**src/hdl/irpd_pkg.sv**
```systemverilog
`timescale 1ns / 1ps

package irpd_pkg;

  localparam int TICK_W     = 16;
  localparam int CFG_IDX_W  = 3;
  localparam int CNT_W      = 6;
  localparam int FRAME_BITS = 32;
  localparam int WORD_W     = 32;

  localparam int QUEUE_DEPTH = 2;
  localparam int QPTR_W      = (QUEUE_DEPTH > 1) ? $clog2(QUEUE_DEPTH) : 1;
  localparam int QCNT_W      = $clog2(QUEUE_DEPTH + 1);

  // configuration register indexes
  localparam logic [CFG_IDX_W-1:0] REG_HDR_MARK  = 3'd0;
  localparam logic [CFG_IDX_W-1:0] REG_HDR_SPACE = 3'd1;
  localparam logic [CFG_IDX_W-1:0] REG_ONE_SPACE = 3'd2;
  localparam logic [CFG_IDX_W-1:0] REG_ZERO_SPACE = 3'd3;
  localparam logic [CFG_IDX_W-1:0] REG_TOLERANCE = 3'd4;

  localparam logic [TICK_W-1:0] HDR_MARK_RST   = 16'd18000;
  localparam logic [TICK_W-1:0] HDR_SPACE_RST  = 16'd9000;
  localparam logic [TICK_W-1:0] ONE_SPACE_RST  = 16'd3380;
  localparam logic [TICK_W-1:0] ZERO_SPACE_RST = 16'd1120;
  localparam logic [TICK_W-1:0] TOLERANCE_RST  = 16'd400;

  typedef struct packed {
    logic              pin_level;
    logic [TICK_W-1:0] pulse_width;
    logic              tx_busy;
  } in_item_t;

  typedef struct packed {
    logic [3:0] version;
    logic       seq_bit;
    logic [2:0] client_id;
    logic [3:0] session_num;
    logic [3:0] op_code;
    logic [7:0] payload;
    logic [7:0] checksum;
    logic       checksum_ok;
  } out_item_t;

  // classified edge, handed from the front to the back
  typedef struct packed {
    logic high;
    logic hdr_mark;
    logic hdr_space;
    logic one_bit;
    logic zero_bit;
  } edge_class_t;

  typedef enum logic [2:0] {
    PH_HUNT  = 3'b001,
    PH_SPACE = 3'b010,
    PH_DATA  = 3'b100
  } phase_t;

  // strict window lo < w < hi, lo clamped at zero, hi without wrap
  function automatic logic in_window(input logic [TICK_W-1:0] w,
                                     input logic [TICK_W-1:0] nominal,
                                     input logic [TICK_W-1:0] tol);
    logic [TICK_W-1:0] lo;
    logic [TICK_W:0]   hi;
    lo = (nominal > tol) ? (nominal - tol) : '0;
    hi = {1'b0, nominal} + {1'b0, tol};
    return (w > lo) && ({1'b0, w} < hi);
  endfunction

endpackage

```
**src/hdl/irpd_front.sv**
```systemverilog
`timescale 1ns / 1ps

module irpd_front (
  input  logic                           clk,
  input  logic                           rst,
  input  logic                           cfg_write,
  input  logic [irpd_pkg::CFG_IDX_W-1:0] cfg_index,
  input  logic [irpd_pkg::TICK_W-1:0]    cfg_data,
  input  logic                           in_valid,
  output logic                           in_stall,
  input  irpd_pkg::in_item_t             in_item,
  input  logic                           q_full,
  output logic                           push,
  output irpd_pkg::edge_class_t          push_item
);

  logic [irpd_pkg::TICK_W-1:0] hdr_mark_ticks;
  logic [irpd_pkg::TICK_W-1:0] hdr_space_ticks;
  logic [irpd_pkg::TICK_W-1:0] one_space_ticks;
  logic [irpd_pkg::TICK_W-1:0] zero_space_ticks;
  logic [irpd_pkg::TICK_W-1:0] tolerance_ticks;

  always_ff @(posedge clk) begin
    if (rst) begin
      hdr_mark_ticks   <= irpd_pkg::HDR_MARK_RST;
      hdr_space_ticks  <= irpd_pkg::HDR_SPACE_RST;
      one_space_ticks  <= irpd_pkg::ONE_SPACE_RST;
      zero_space_ticks <= irpd_pkg::ZERO_SPACE_RST;
      tolerance_ticks  <= irpd_pkg::TOLERANCE_RST;
    end else if (cfg_write) begin
      case (cfg_index)
        irpd_pkg::REG_HDR_MARK:   hdr_mark_ticks   <= cfg_data;
        irpd_pkg::REG_HDR_SPACE:  hdr_space_ticks  <= cfg_data;
        irpd_pkg::REG_ONE_SPACE:  one_space_ticks  <= cfg_data;
        irpd_pkg::REG_ZERO_SPACE: zero_space_ticks <= cfg_data;
        irpd_pkg::REG_TOLERANCE:  tolerance_ticks  <= cfg_data;
        default: ;
      endcase
    end
  end

  assign in_stall = q_full;

  // drop edges seen while the transmitter is busy
  assign push = in_valid && !in_stall && !in_item.tx_busy;

  always_comb begin
    push_item.high      = in_item.pin_level;
    push_item.hdr_mark  = irpd_pkg::in_window(in_item.pulse_width, hdr_mark_ticks,
                                              tolerance_ticks);
    push_item.hdr_space = irpd_pkg::in_window(in_item.pulse_width, hdr_space_ticks,
                                              tolerance_ticks);
    push_item.one_bit   = irpd_pkg::in_window(in_item.pulse_width, one_space_ticks,
                                              tolerance_ticks);
    push_item.zero_bit  = irpd_pkg::in_window(in_item.pulse_width, zero_space_ticks,
                                              tolerance_ticks);
  end

endmodule

```
**src/hdl/irpd_queue.sv**
```systemverilog
`timescale 1ns / 1ps

module irpd_queue (
  input  logic                  clk,
  input  logic                  rst,
  input  logic                  push,
  input  irpd_pkg::edge_class_t push_item,
  output logic                  full,
  input  logic                  pop,
  output logic                  q_valid,
  output irpd_pkg::edge_class_t q_item
);

  irpd_pkg::edge_class_t mem [irpd_pkg::QUEUE_DEPTH];

  logic [irpd_pkg::QPTR_W-1:0] wr_ptr;
  logic [irpd_pkg::QPTR_W-1:0] rd_ptr;
  logic [irpd_pkg::QCNT_W-1:0] count;

  assign full    = (count == irpd_pkg::QCNT_W'(irpd_pkg::QUEUE_DEPTH));
  assign q_valid = (count != '0);
  assign q_item  = mem[rd_ptr];

  always_ff @(posedge clk) begin
    if (push) begin
      mem[wr_ptr] <= push_item;
    end
  end

  always_ff @(posedge clk) begin
    if (rst) begin
      wr_ptr <= '0;
      rd_ptr <= '0;
      count  <= '0;
    end else begin
      if (push) begin
        wr_ptr <= (wr_ptr == irpd_pkg::QPTR_W'(irpd_pkg::QUEUE_DEPTH - 1)) ? '0
                  : wr_ptr + 1'b1;
      end
      if (pop) begin
        rd_ptr <= (rd_ptr == irpd_pkg::QPTR_W'(irpd_pkg::QUEUE_DEPTH - 1)) ? '0
                  : rd_ptr + 1'b1;
      end
      case ({push, pop})
        2'b10:   count <= count + 1'b1;
        2'b01:   count <= count - 1'b1;
        default: count <= count;
      endcase
    end
  end

  a_count_bound: assert property (@(posedge clk) disable iff (rst)
    count <= irpd_pkg::QCNT_W'(irpd_pkg::QUEUE_DEPTH))
    else $error("queue count above depth");

  a_no_overflow: assert property (@(posedge clk) disable iff (rst)
    push |-> (!full || pop))
    else $error("push into full queue");

  a_no_underflow: assert property (@(posedge clk) disable iff (rst)
    pop |-> q_valid)
    else $error("pop from empty queue");

endmodule

```
**src/hdl/irpd_back.sv**
```systemverilog
`timescale 1ns / 1ps

module irpd_back (
  input  logic                  clk,
  input  logic                  rst,
  input  logic                  q_valid,
  input  irpd_pkg::edge_class_t q_item,
  output logic                  pop,
  output logic                  out_valid,
  input  logic                  out_stall,
  output irpd_pkg::out_item_t   out_item
);

  irpd_pkg::phase_t                 phase, phase_next;
  logic [irpd_pkg::CNT_W-1:0]       bit_count, bit_count_next;
  logic [irpd_pkg::WORD_W-1:0]      shift_word, shift_word_next;
  logic [irpd_pkg::CNT_W:0]         count_inc;
  logic                             emit;
  logic [7:0]                       b1, b2, b3, b4;
  logic [7:0]                       byte_sum;

  // advance only when the output register has room for a result
  assign pop = q_valid && (!out_valid || !out_stall);

  assign count_inc = {1'b0, bit_count} + 1'b1;

  always_comb begin
    phase_next      = phase;
    bit_count_next  = bit_count;
    shift_word_next = shift_word;
    emit            = 1'b0;
    if (pop) begin
      case (phase)
        irpd_pkg::PH_HUNT: begin
          if (q_item.high && q_item.hdr_mark) begin
            phase_next = irpd_pkg::PH_SPACE;
          end
        end
        irpd_pkg::PH_SPACE: begin
          if (!q_item.high && q_item.hdr_space) begin
            bit_count_next  = '0;
            shift_word_next = '0;
            phase_next      = irpd_pkg::PH_DATA;
          end else begin
            phase_next = irpd_pkg::PH_HUNT;
          end
        end
        irpd_pkg::PH_DATA: begin
          if (!q_item.high) begin
            shift_word_next = {shift_word[irpd_pkg::WORD_W-2:0], q_item.one_bit};
            if (!q_item.one_bit && !q_item.zero_bit) begin
              phase_next = irpd_pkg::PH_HUNT;
            end else if (count_inc >= (irpd_pkg::CNT_W + 1)'(irpd_pkg::FRAME_BITS)) begin
              emit           = 1'b1;
              bit_count_next = '0;
              phase_next     = irpd_pkg::PH_HUNT;
            end else begin
              bit_count_next = count_inc[irpd_pkg::CNT_W-1:0];
            end
          end
        end
        default: phase_next = irpd_pkg::PH_SPACE;
      endcase
    end
  end

  assign b1       = shift_word_next[31:24];
  assign b2       = shift_word_next[23:16];
  assign b3       = shift_word_next[15:8];
  assign b4       = shift_word_next[7:0];
  assign byte_sum = b1 + b2 + b3;

  always_ff @(posedge clk) begin
    if (rst) begin
      phase      <= irpd_pkg::PH_HUNT;
      bit_count  <= '0;
      shift_word <= '0;
      out_valid  <= 1'b0;
    end else begin
      phase      <= phase_next;
      bit_count  <= bit_count_next;
      shift_word <= shift_word_next;
      if (emit) begin
        out_valid <= 1'b1;
      end else if (!out_stall) begin
        out_valid <= 1'b0;
      end
    end
  end

  always_ff @(posedge clk) begin
    if (emit) begin
      out_item.version     <= b1[7:4];
      out_item.seq_bit     <= b1[3];
      out_item.client_id   <= b1[2:0];
      out_item.session_num <= b2[7:4];
      out_item.op_code     <= b2[3:0];
      out_item.payload     <= b3;
      out_item.checksum    <= b4;
      out_item.checksum_ok <= (byte_sum == b4);
    end
  end

  a_count_below_frame: assert property (@(posedge clk) disable iff (rst)
    bit_count < irpd_pkg::CNT_W'(irpd_pkg::FRAME_BITS))
    else $error("bit count reached frame length without emitting");

  a_emit_restarts: assert property (@(posedge clk) disable iff (rst)
    emit |=> (phase == irpd_pkg::PH_HUNT) && (bit_count == '0) && out_valid)
    else $error("frame end did not restart header hunt");

  a_emit_from_data: assert property (@(posedge clk) disable iff (rst)
    emit |-> (phase == irpd_pkg::PH_DATA) && !q_item.high)
    else $error("result emitted outside data phase");

endmodule

```
**src/hdl/ir_pulse_distance_receiver_unit.sv**
```systemverilog
`timescale 1ns / 1ps

// Pulse-distance IR receiver. Each input item is one edge on the receiver
// pin (level after the edge, ticks since the previous edge, transmitter
// busy); items taken while the transmitter is busy are dropped. The block
// takes one item per clock unless stalled: the front classifies the width
// against the header and bit windows in the accept cycle and writes the
// result into a two-entry queue, and the back runs the header/data phase
// machine on one queued edge per cycle unless the output stalls. A completed
// 32-bit frame is written to the output register when the back pops its last
// edge. The input stalls only when the queue is full, which happens
// when a result waits at a stalled output. Configuration registers sit on a
// plain write port, index 0 to 4 in the order header mark, header space, one
// space, zero space, tolerance; write them only while no edge is in flight.
module ir_pulse_distance_receiver_unit (
  input  logic                           clk,
  input  logic                           rst,
  input  logic                           cfg_write,
  input  logic [irpd_pkg::CFG_IDX_W-1:0] cfg_index,
  input  logic [irpd_pkg::TICK_W-1:0]    cfg_data,
  input  logic                           in_valid,
  output logic                           in_stall,
  input  irpd_pkg::in_item_t             in_item,
  output logic                           out_valid,
  input  logic                           out_stall,
  output irpd_pkg::out_item_t            out_item
);

  logic                  q_full;
  logic                  push;
  irpd_pkg::edge_class_t push_item;
  logic                  pop;
  logic                  q_valid;
  irpd_pkg::edge_class_t q_item;

  irpd_front u_front (
    .clk       (clk),
    .rst       (rst),
    .cfg_write (cfg_write),
    .cfg_index (cfg_index),
    .cfg_data  (cfg_data),
    .in_valid  (in_valid),
    .in_stall  (in_stall),
    .in_item   (in_item),
    .q_full    (q_full),
    .push      (push),
    .push_item (push_item)
  );

  irpd_queue u_queue (
    .clk       (clk),
    .rst       (rst),
    .push      (push),
    .push_item (push_item),
    .full      (q_full),
    .pop       (pop),
    .q_valid   (q_valid),
    .q_item    (q_item)
  );

  irpd_back u_back (
    .clk       (clk),
    .rst       (rst),
    .q_valid   (q_valid),
    .q_item    (q_item),
    .pop       (pop),
    .out_valid (out_valid),
    .out_stall (out_stall),
    .out_item  (out_item)
  );

endmodule
```
**config.mk**
```make
export PLATFORM = sky130hd
export DESIGN_NAME = ir_pulse_distance_receiver_unit
export DESIGN_NICKNAME = d
export VERILOG_FILES = /design/src/hdl/irpd_pkg.sv /design/src/hdl/irpd_front.sv /design/src/hdl/irpd_queue.sv /design/src/hdl/irpd_back.sv /design/src/hdl/ir_pulse_distance_receiver_unit.sv
export SDC_FILE = /design/constraint.sdc
export NUM_CORES = 1
export LEC_CHECK = 0
export BUFFER_PORTS_ARGS = -buffer_cell sky130_fd_sc_hd__clkbuf_2
export CAP_MARGIN = 20
export CORE_UTILIZATION = 55
export CTS_CLUSTER_DIAMETER = 200
export DETAILED_ROUTE_END_ITERATION = 10
export PLACE_DENSITY = 0.82
export SLEW_MARGIN = 30
export SYNTH_ARGS = -nofsm -noshare
export SYNTH_HDL_FRONTEND = slang
export SYNTH_HIERARCHICAL = 1
export SYNTH_SLANG_ARGS = --single-unit
```
**constraint.sdc**
```tcl
create_clock -name clk -period 7.01 [get_ports clk]
set_input_delay 0.701 -clock clk [delete_from_list [all_inputs] [get_ports clk]]
set_output_delay 0.701 -clock clk [all_outputs]
set_load 0.005 [all_outputs]
```
# Word-level counts from Yosys, hierarchy flattened
# Memory sizes are Yosys's and may differ from the RTL's. A register that Yosys moved wholly into a read port is not among the register bits.
# Cells that the tools add are included.
dict set report totals {
  regBits 159
  ramBits 10
  in_bits 42
  n_memories 1
}
dict set report classes {
  n_addsub 15
  magnitude_cmp 13
  n_eq_ne 17
  n_mux 33
  n_reduce_logical 29
}
# name depth word_bits rd rd_clocked_by_memory_dff wr line_no
set memory_table {}
lappend memory_table {u_queue.mem 2 5 1 1 1 irpd_queue.sv:14} ;# irpd_pkg::edge_class_t mem [irpd_pkg::QUEUE_DEPTH];
# cell count
set op_table {}
lappend op_table {{$gt 16x16->1} 8}
lappend op_table {{$mux 32} 3}
lappend op_table {{$add 16x16->17} 4}
lappend op_table {{$lt 16x17->1} 4}
lappend op_table {{$mux 16} 4}
lappend op_table {{$pmux 32 s2} 1}
lappend op_table {{$sub 16x16->16} 4}
lappend op_table {{$mux 6} 4}
lappend op_table {{$add 8x8->8} 2}
lappend op_table {{$mux 3} 5}
lappend op_table {{$mux 1} 13}
lappend op_table {{$pmux 6 s2} 1}
lappend op_table {{$logic_and 1x1->1} 10}
lappend op_table {{$reduce_and 2->1} 5}
lappend op_table {{$eq 3x2->1 const B} 3}
lappend op_table {{$pmux 3 s3} 1}
lappend op_table {{$eq 8x8->1} 1}
lappend op_table {{$add 6x1->7 const B} 1}
lappend op_table {{$ge 7x6->1 const B} 1}
lappend op_table {{$logic_not 1->1} 7}
lappend op_table {{$eq 3x1->1 const B} 2}
lappend op_table {{$eq 3x3->1 const B} 2}
lappend op_table {{$ne 2x1->1 const B} 3}
lappend op_table {{$reduce_bool 2->1} 3}
lappend op_table {{other kinds (12)} 15}

# Depth between registers and ports, before layout
dict set report logic_depth {
  depth_word 8
  mapped_depth 20
  ltp_nobuf 19
}

# Hierarchy
# The synthesis kept the hierarchy.
# module instances cells_each area_each_um2 seq_area_each_um2
set modules_own_cells {}
lappend modules_own_cells {irpd_front 1 1559 11772.5 1601.5}
lappend modules_own_cells {irpd_back 1 302 3310.7 1831.8}
lappend modules_own_cells {irpd_queue 1 37 564.3 400.4}

# Least setup slack after synthesis
# No wires, ideal clock.
dict set report synth_timing {
  path_kind {input -> register}
  start {in out_stall}
  end {reg, netlist name u_back/out_item[0]}
  t_arrival_ns 4.962
  required_ns 6.489
  setup_slack_ns 1.526
  path_stages 4
  n_path_buf 1
  path_cell_list {a21boi_2 > nor3b_4 > buf_4 > nor4b_1}
}
dict set report synth_via {
  elab_chain_cells 4
}
# element line_no
set synth_rtl {}
lappend synth_rtl {{from (decl)} ir_pulse_distance_receiver_unit.sv:25} ;# input logic out_stall,
lappend synth_rtl {{$logic_not 1->1} irpd_back.sv:23} ;# assign pop = q_valid && (!out_valid || !out_stall);
lappend synth_rtl {{$logic_or 1x1->1} irpd_back.sv:23}
lappend synth_rtl {{$logic_and 1x1->1} irpd_back.sv:23}
lappend synth_rtl {{$mux 1} irpd_back.sv:32} ;# if (pop) begin
lappend synth_rtl {{via u_back.emit} irpd_back.sv:18} ;# logic emit;
# The timed path passes the listed nets, and every way through them passes these cells.
# A chain may end at the register's enable or synchronous reset.

==> results.tsv <==
stage	metric	value	unit
status	status	complete, no violations	
floorplanning	initial_utilization	56.17	%
timing	max_freq	188.2	MHz
floorplanning	io_pins	77	
timing	finalSetupViolCount	0	
critical_path	crit_type	flop to flop	
worst_hold_path	hold_path_class	input pin to flop	
layout	syn_to_final_growth	7.029	%
timing	skew	0.009176	ns
power	power_frac_comb	27.8	%
timing	maxSlewViolCount	0	
critical_path	cp-start-kind	flop	
power	p_leak	7.449	nW
floorplanning	die_area	29130	sq um
critical_path	cp_max_fo	10	
drt	drc_errors	0	
layout	nets	2231	
critical_path	critPathArrivalTime	5.47	ns
grt	grt_pass1_wl	70370	um
yosys	syn-num-nets	2216	
grt	grt_pass1_vias	13790	
timing	fin_crit_sh	75.80	%
placed_design	io_buffers	76	
yosys	netlist_instances	1898	
yosys	async_flop_share	0	%
clocking	clk_latency	0.45	ns
critical_path	cp-end-kind	flop	
timing	hold_viol	0	
floorplanning	die_y	170.7	um
grt	grt_max_degree	93	
timing	worstMarginPinSlew	1.015	ns
drt	ant_nets	0	
clocking	cts_max_level	4	
power	power_density	165.7	nW/um^2
drt	vias	14090	
drt	drt_wl_total	44590	um
drt	first_pass_iters	6	
clocking	post-cts-setup-buffers	0	
clocking	clkTransAtPathRegs	0.07	ns
drt	drt_iter0_drc	1624	
layout	fillers	2389	
yosys	netlist_area	15650	sq um
grt	grt_overflow	0	
critical_path	worstPathRequired	7.16	ns
drt	via_per_inst	6.116	
timing	fin_crit	5.314	ns
power	p_int	1.828	mW
yosys	synth_warnings	6	
layout	diodes	0	
yosys	synth_cell_types	97	
yosys	synthFlopType	dfxtp_1	
clocking	cts_sinks	170	
yosys	syn_avg_cell_area	8.244	sq um
layout	fin_area	16750	sq um
grt	antenna_found_initial	0	
layout	layout-drive-gt1-share	8.982	%
clocking	clock_path_buffers	2	
power	switching_share	34.12	%
clocking	cts_buffers	17	
yosys	synth.yosys.seq_area_share	24.50	%
power	p_clk_share	33.6	%
power	p_seq_share	38.6	%
timing	relSlewSlack	30.58	%
drt	avgRoutedWirePerCell	19.35	um
clocking	cts_tree	done	
grt	grtUsageTotal	31.05	%
clocking	ctsResizeCount	0	
timing	setup_tns	0	ns
clocking	cts_root_buf	clkbuf_16	
floorplanning	die_width	170.7	um
floorplanning	rows	61	
run	cap_violations	0	
timing	rsz0062_at_grt	false	
placed_design	place_area	16170	sq um
placed_design	routabilityCongestion	0.9523	
yosys	synth_edf_count	43	
placed_design	dp_hpwl	34980	um
clocking	cts.hold.buffers_added	0	
power	ir_drop	0.1872	mV
yosys	synth-seq-cells	170	
power	switching_power	0.9468	mW
power	p_total	2.775	mW
floorplanning	core	27860	sq um
[per-stage QoR]
stage | cells | worst slack [ns] | hold WS (ns) | utilization (%)
4_1_cts | 2304 | 1.849 | 0.4595 | 60.11
2_1_floorplan | 1898 | 1.526 | 0.4536 | -
6_report | 2304 | 1.696 | 0.4799 | 60.12
3_3_place_gp | 2272 | 1.984 | 0.4661 | 57.98
5_1_grt | 2304 | 1.448 | 0.4640 | 60.12
3_5_place_dp | 2272 | 1.885 | 0.4741 | 58.03
[placed cells by master (no fill, tap or decap), drive strengths merged, types with 6 or more instances in the layout]
| cell type | count |
|---|---|
| a21o | 44 |
| nand3 | 35 |
| o31ai | 8 |
| o41ai | 6 |
| nand2 | 245 |
| nand2b | 30 |
| nor3 | 22 |
| a211oi | 13 |
| nand4 | 26 |
| o21bai | 20 |
| edfxtp | 43 |
| inv | 134 |
| o21a | 16 |
| nor2b | 38 |
| a221oi | 6 |
| a31oi | 9 |
| ha | 260 |
| a2111oi | 9 |
| or2 | 8 |
| clkinv | 6 |
| nor2 | 154 |
| o21ai | 67 |
| buf | 6 |
| or3 | 12 |
| clkbuf | 92 |
| and3 | 9 |
| a21oi | 188 |
| xor2 | 29 |
| xnor2 | 85 |
| nand3b | 28 |
| a22oi | 30 |
| o211ai | 15 |
| fa | 16 |
| o311ai | 6 |
| dfxtp | 127 |
| nor4 | 9 |
[worst paths after layout]
path                                             end  depth (start not counted)  slack (ns)                                    start
max                      u_queue/mem[1][3]$_DFFE_PP_                         15        1.70  u_front/tolerance_ticks[1]$_SDFFE_PP0P_
min                      u_queue/mem[0][4]$_DFFE_PP_                          1        0.48                              in_item[17]
max reg2reg              u_queue/mem[1][3]$_DFFE_PP_                         15        1.70  u_front/tolerance_ticks[1]$_SDFFE_PP0P_
min reg2reg  u_front/hdr_space_ticks[0]$_SDFFE_PP0P_                          2        0.49  u_front/hdr_space_ticks[0]$_SDFFE_PP0P_
[power groups by stage]
stage / combinational [mW] / clock [mW] / sequential (mW)
detailed placement: 0.752 / 0 / 1.09
global placement: 0.723 / 0 / 1.09
CTS: 0.758 / 0.942 / 1.07
finish: 0.772 / 0.933 / 1.07
global route: 0.853 / 0.982 / 1.08
floorplan: 0.564 / 0 / 1.08
[critical path: stages (launching register included)]
cell	delay (ns)
dfxtp_1	0.71
inv_1	0.40
ha_1	0.43
nor2b_1	0.16
o311ai_1	0.20
a2111oi_0	0.93
o311ai_2	0.23
a31oi_1	0.23
xnor2_1	0.15
ha_1	0.26
o21a_1	0.17
o211ai_1	0.23
a21oi_1	0.07
a21oi_1	0.15
o21ai_0	0.12
a211oi_1	0.58
[state kept, by name, summed over array words and instances, names as in the netlist, named ones only]
register,count
u_back/out_item,33
u_back/out_valid,1
u_queue/count,2
u_back/bit_count,6
u_front/zero_space_ticks,16
u_queue/mem,10
u_queue/wr_ptr,1
u_front/one_space_ticks,16
u_front/hdr_mark_ticks,16
u_queue/rd_ptr,1
u_front/tolerance_ticks,16
u_back/phase,3
u_front/hdr_space_ticks,16
u_back/shift_word,32
[kinds of logic (layout without fill, tap and decap cells)]
logic type	after synthesis	after routing	synth area share, %
compound gates	478	478	20.37
xor+xnor	116	116	6.669
fa+ha+maj	276	276	22.84
buf+inv	211	239	5.541
flops	170	170	24.50
mux	7	7	0.4877
simple gates	640	640	19.59
[routing by layer]
layer / part of all wire, % / global-route usage [%]
met2: 47 / 52.60
met4: 3.9 / 14.38
met1: 43 / 39.16
met5: 0 / 0
met3: 6.1 / 3.932
[Yosys cell counts, types with 6 or more instances]
cell type	number	area, sq um
o21bai_1	20	150.1
nor2_1	154	578.1
a2111oi_0	6	52.55
a31oi_1	8	50.05
nand2b_1	29	181.4
o21a_1	16	120.1
o31ai_1	8	60.06
fa_1	16	320.3
nor2b_1	38	237.7
a22oi_1	28	210.2
nand3b_1	28	210.2
o211ai_1	15	112.6
dfxtp_1	127	2542
nor3_1	21	105.1
or3_1	12	75.07
xor2_1	29	254.0
nor4_1	8	50.05
nand3_1	35	175.2
and3_1	9	56.30
a21o_1	44	330.3
buf_2	32	160.2
inv_1	124	465.5
nand2_1	235	882.1
xnor2_1	85	744.5
a21oi_1	185	925.9
nand2_2	10	62.56
or2_2	8	50.05
a211oi_1	11	82.58
nand4_1	26	162.7
o21ai_0	64	320.3
ha_1	260	3253
edfxtp_1	43	1291
clkbuf_1	44	165.2
[area by class of cell]
class | count | area, sq um | share of cell area (%)
inverters | 126 | 473.0 | 2.824
clock buffers | 17 | 425.4 | 2.540
repair buffers | 81 | 420.4 | 2.510
flip-flops and latches | 170 | 3834 | 22.89
well taps | 378 | 473.0 | 2.824
multi-input cells | 1517 | 10970 | 65.49
clock inverters | 15 | 153.9 | 0.9189
Note: power is estimated with default switching activity, not from simulation.
